===== src/rtl/salc_ram.sv =====
// ----------------------------------------------------------------------------
// salc_ram
// generic single write port, single read port ram with registered read
// ----------------------------------------------------------------------------
module salc_ram #(
   parameter int WIDTH = 8,
   parameter int DEPTH = 16
) (
   input  logic                                  clock,
   input  logic                                  wr_en,
   input  logic [(DEPTH > 1 ? $clog2(DEPTH) : 1)-1:0] wr_addr,
   input  logic [WIDTH-1:0]                      wr_data,
   input  logic                                  rd_en,
   input  logic [(DEPTH > 1 ? $clog2(DEPTH) : 1)-1:0] rd_addr,
   output logic [WIDTH-1:0]                      rd_data
);

   logic [WIDTH-1:0] mem_ff [DEPTH];
   logic [WIDTH-1:0] rd_data_ff;

   always_ff @(posedge clock) begin
      if (wr_en) begin
         mem_ff[wr_addr] <= wr_data;
      end
      if (rd_en) begin
         rd_data_ff <= mem_ff[rd_addr];
      end
   end

   assign rd_data = rd_data_ff;

endmodule


===== config.mk =====
export PLATFORM = sky130hd
export DESIGN_NAME = salc_ram
export DESIGN_NICKNAME = d
export VERILOG_FILES = /design/src/rtl/salc_ram.sv
export SDC_FILE = /design/constraint.sdc
export NUM_CORES = 1
export LEC_CHECK = 0
export ABC_AREA = 0
export BUFFER_PORTS_ARGS = -buffer_cell sky130_fd_sc_hd__buf_2
export CAP_MARGIN = 40
export CORE_MARGIN = 8
export CORE_UTILIZATION = 55
export DETAILED_ROUTE_END_ITERATION = 7
export GPL_ROUTABILITY_DRIVEN = 1
export PLACE_DENSITY_LB_ADDON = 0.25
export SETUP_SLACK_MARGIN = 0.5
export SLEW_MARGIN = 40
export SYNTH_ARGS = -nofsm -noshare
export SYNTH_HDL_FRONTEND = slang
export SYNTH_SLANG_ARGS = --single-unit

===== constraint.sdc =====
create_clock -name clock -period 3.8 [get_ports clock]
set_input_delay 0.19 -clock clock [delete_from_list [all_inputs] [get_ports clock]]
set_output_delay 0.19 -clock clock [all_outputs]
set_load 0.02 [all_outputs]

* Word level (Yosys, flattened, before mapping)
Memories as Yosys holds them, arrays and structs flattened. A register that Yosys moved wholly into a read port is not among the register bits.
Cells that the tools add are included.
** Operators by class
- Mux-type cells :: 2
** Operators by type and width (number)
- 2-to-1 mux 1 bit :: 2
** Word-level totals
- Memories :: 1
- Input port bits :: 19
- Flip-flop bits (word level) :: 0
- Bits in writable memories :: 128
- Output and inout bits :: 8
** Memory list
- mem_ff :: words 16, bits a word 8, rd ports 1, clocked after memory_dff 1, wr ports 1, RTL line 18 : logic [WIDTH-1:0] mem_ff [DEPTH];

* Longest topological paths before layout
- Depth in word-level cells :: 2
- Mapped depth :: 5
- Mapped depth without buffers :: 3

* Worst setup path after synthesis
Ideal clock, no wire load.
- Path type :: input port to flip-flop
- Start point :: input port wr_addr[2] (netlist name)
- End point :: memory mem_ff[0][0], enable pin
- Cell stages on the path :: 2
- Data required time :: 3.417 ns
- Path buffers :: 0
- Data arrival time :: 1.300 ns
- Slack :: 2.117 ns
- Cell sequence :: or3b_2 nor3_1
** RTL lines
- from (decl) :: RTL line 11 : input logic [(DEPTH > 1 ? $clog2(DEPTH) : 1)-1:0] wr_addr,
- to (decl) :: RTL line 18
No word-level cell before the write port.

==> metrics.yaml <==
pwr:
  power_switching_w: 0.0007020
  intPower_w: 0.002876
  ir_drop_mv: 0.4112
  clkPwrFrac_pct: 48.1
  p_leak_nw: 2.041
  swShare_pct: 19.62
  p_comb_share_pct: 4.4
  powerDensity_nw_per_um2: 583.8
  power_frac_seq_pct: 47.5
worst_setup_path:
  crit_required_ns: 4.05
  crit_arrival_ns: 1.79
  rr_worst_depth: 3
  worst_r2r_endpoint: "rd_data[5]"
  end_kind: "flop"
  ff2ff_setup_slack_ns: 2.26
  cp_max_fo: 1
  worstSetupStartpointType: "flop"
  worstReg2RegStart: "mem_ff[8][5]"
  critPathKind: "flop to flop"
drt:
  drcViolationCount: 0
  drtPass1Iterations: 5
  drtIter0Drc: 157
  vias: 2423
  routed_wl_um: 10140
  avgRoutedWirePerCell_um: 24.72
  vias_per_cell: 5.910
  ant_nets: 0
global_routing:
  grt_pass1_vias: 2649
  grt_max_degree: 33
  grt_overflow_total: 0
  track_usage_pct: 16.86
  antenna_found_initial: 0
  grt_pass1_wl_um: 15220
cts:
  cts_resized: 0
  clk_latency_ns: 0.51
  numCtsBuffers: 17
  cts_setup_buffers: 0
  cts_buffer_depth: 2
  cts-root-buf: "clkbuf_8"
  clkSinkCount: 136
  cts-htree-levels: 4
  tritoncts: "yes"
  postCtsHoldBufs: 0
  clkSlewWorstSetupHoldPaths_ns: 0.06
timing:
  min_period_ns: 1.536
  worst_clock_skew_ns: 0.006239
  fin_crit_sh_pct: 40.43
  max-slew-margin-rel_pct: 47.79
  setup_violations: 0
  setup_tns_ns: 0
  hold_viol: 0
  clock.fmax_mhz: 650.8
  final_max_slew_viol_count: 0
  rsz0062_at_grt: "false"
  worst_slew_pin_slew_ns: 0.7803
  holdWs_ns: 0.05681
hold_path:
  hold_start: "wr_data[2]"
  hp-class: "input port to flop"
  min_to: "mem_ff[11][2]"
  whs_path_depth: 1
die:
  die_x_um: 113.5
  fp-row-count: 35
  fp.dieH_um: 113.5
  initial_core_util_pct: 56.57
  core_um2: 9240
  pin_count: 27
  die_area_um2: 12880
synth:
  ys_ff_latch: 136
  ys_warn_count: 0
  syn_nets: 248
  seq_area_frac_synth_pct: 78.12
  synth_area_um2: 5228
  synth.distinct_cells: 18
  syn_inst: 229
  syn_avg_cell_area_um2: 22.83
finish:
  fin_nets: 288
  syn_to_final_growth_pct: 17.26
  diodes: 0
  final_cell_mix: "edfxtp_1 (136), buf_2 (25), mux4_2 (18), a22oi_1 (16), clkbuf_16 (16)"
  final_common_cell: "edfxtp_1"
  fin_area_um2: 6130
  drive_gt1_share_pct: 32.03
status:
  status: "finished, final reports clean"
job:
  maxCapViolations: 0
placement:
  dpl_cell_area_um2: 5499
  place.gp.congestion: 0.7425
  dp_hpwl_um: 6150
  portBuffers: 26
## state kept, by name, indices dropped and copies added, names as in the netlist
signal,cells
rd_data,8
mem_ff,128
## stage by stage
stage               power (W)  util (%)  setup WS (ns)  cells
floorplan            0.001823         -          2.117    229
global route         0.003661     66.34          2.162    410
CTS                  0.003594     66.23          2.023    410
detailed placement   0.001888     59.51          1.493    379
finish               0.003578     66.34          2.264    410
global placement     0.001882     59.17          1.524    378
## kinds of logic (layout without fill, tap and decap cells)
family / Yosys count / after routing / share of synthesized area, %
AOI/OAI and AO/OA: 16 / 16 / 2.298
muxes: 32 / 32 / 14.79
buffers and inverters: 10 / 62 / 1.651
DFF: 136 / 136 / 78.12
and+or+nand+nor: 35 / 35 / 3.136
## worst max-delay path, stage by stage, from the launching register on
cell and delay [ns]:
edfxtp_1 0.38, mux4_1 0.50, a22oi_1 0.30, nand2_1 0.10
## worst max-delay path by stage
stage | depth (start not counted) | start | end | slack (ns)
2_1_floorplan | 2 | wr_addr[2] | mem_ff[0][0] | 2.12
3_3_place_gp | 5 | rd_addr[0] | rd_data[0] | 1.52
3_5_place_dp | 5 | rd_addr[0] | rd_data[3] | 1.49
4_1_cts | 5 | rd_addr[0] | rd_data[2] | 2.02
5_1_grt | 5 | rd_addr[0] | rd_data[2] | 2.16
6_report | 3 | mem_ff[8][5] | rd_data[5] | 2.26
## final cells by class
| type | instances | area, um^2 |
|---|---|---|
| clock buffer | 18 | 417.9 |
| clock inverter | 13 | 202.7 |
| fill | 585 | 3110 |
| multi-input combinational | 83 | 1094 |
| sequential | 136 | 4084 |
| tap | 129 | 161.4 |
| timing repair buffer | 31 | 170.2 |
## power groups by stage
stage | Clock [W] | Sequential, W | Combinational [W]
2_1_floorplan | 0 | 0.00174 | 0.0000853
3_3_place_gp | 0 | 0.00173 | 0.000152
3_5_place_dp | 0 | 0.00173 | 0.000157
4_1_cts | 0.00173 | 0.00170 | 0.000159
5_1_grt | 0.00179 | 0.00170 | 0.000171
6_report | 0.00172 | 0.00170 | 0.000157
## per-layer routing
metal | wire length (um) | vias to the layer above | global-route usage [%] | part of all wire [%]
met5 | 0 | - | 0 | 0
met4 | 276 | 0 | 9.236 | 2.7
met3 | 680 | 21 | 4.807 | 6.7
met2 | 4859 | 95 | 25.84 | 48
met1 | 4320 | 1243 | 21.37 | 43
li1 | - | 1064 | - | -
## synth_stat cells, drive strengths merged
library cell     n  area (um^2)
a22oi           16        120.1
and2             1        6.260
and2b            1        7.510
buf              7        56.30
clkdlybuf4s25    3        30.03
edfxtp         136         4084
mux4            32        773.2
nand2            9        33.78
nand2b           2        12.51
nand3            1        5.000
nand3b           2        15.01
nor2            13        48.80
nor2b            1        6.260
nor3             4        20.02
or3b             1        8.760
Note: power is estimated with default switching activity, not from simulation.
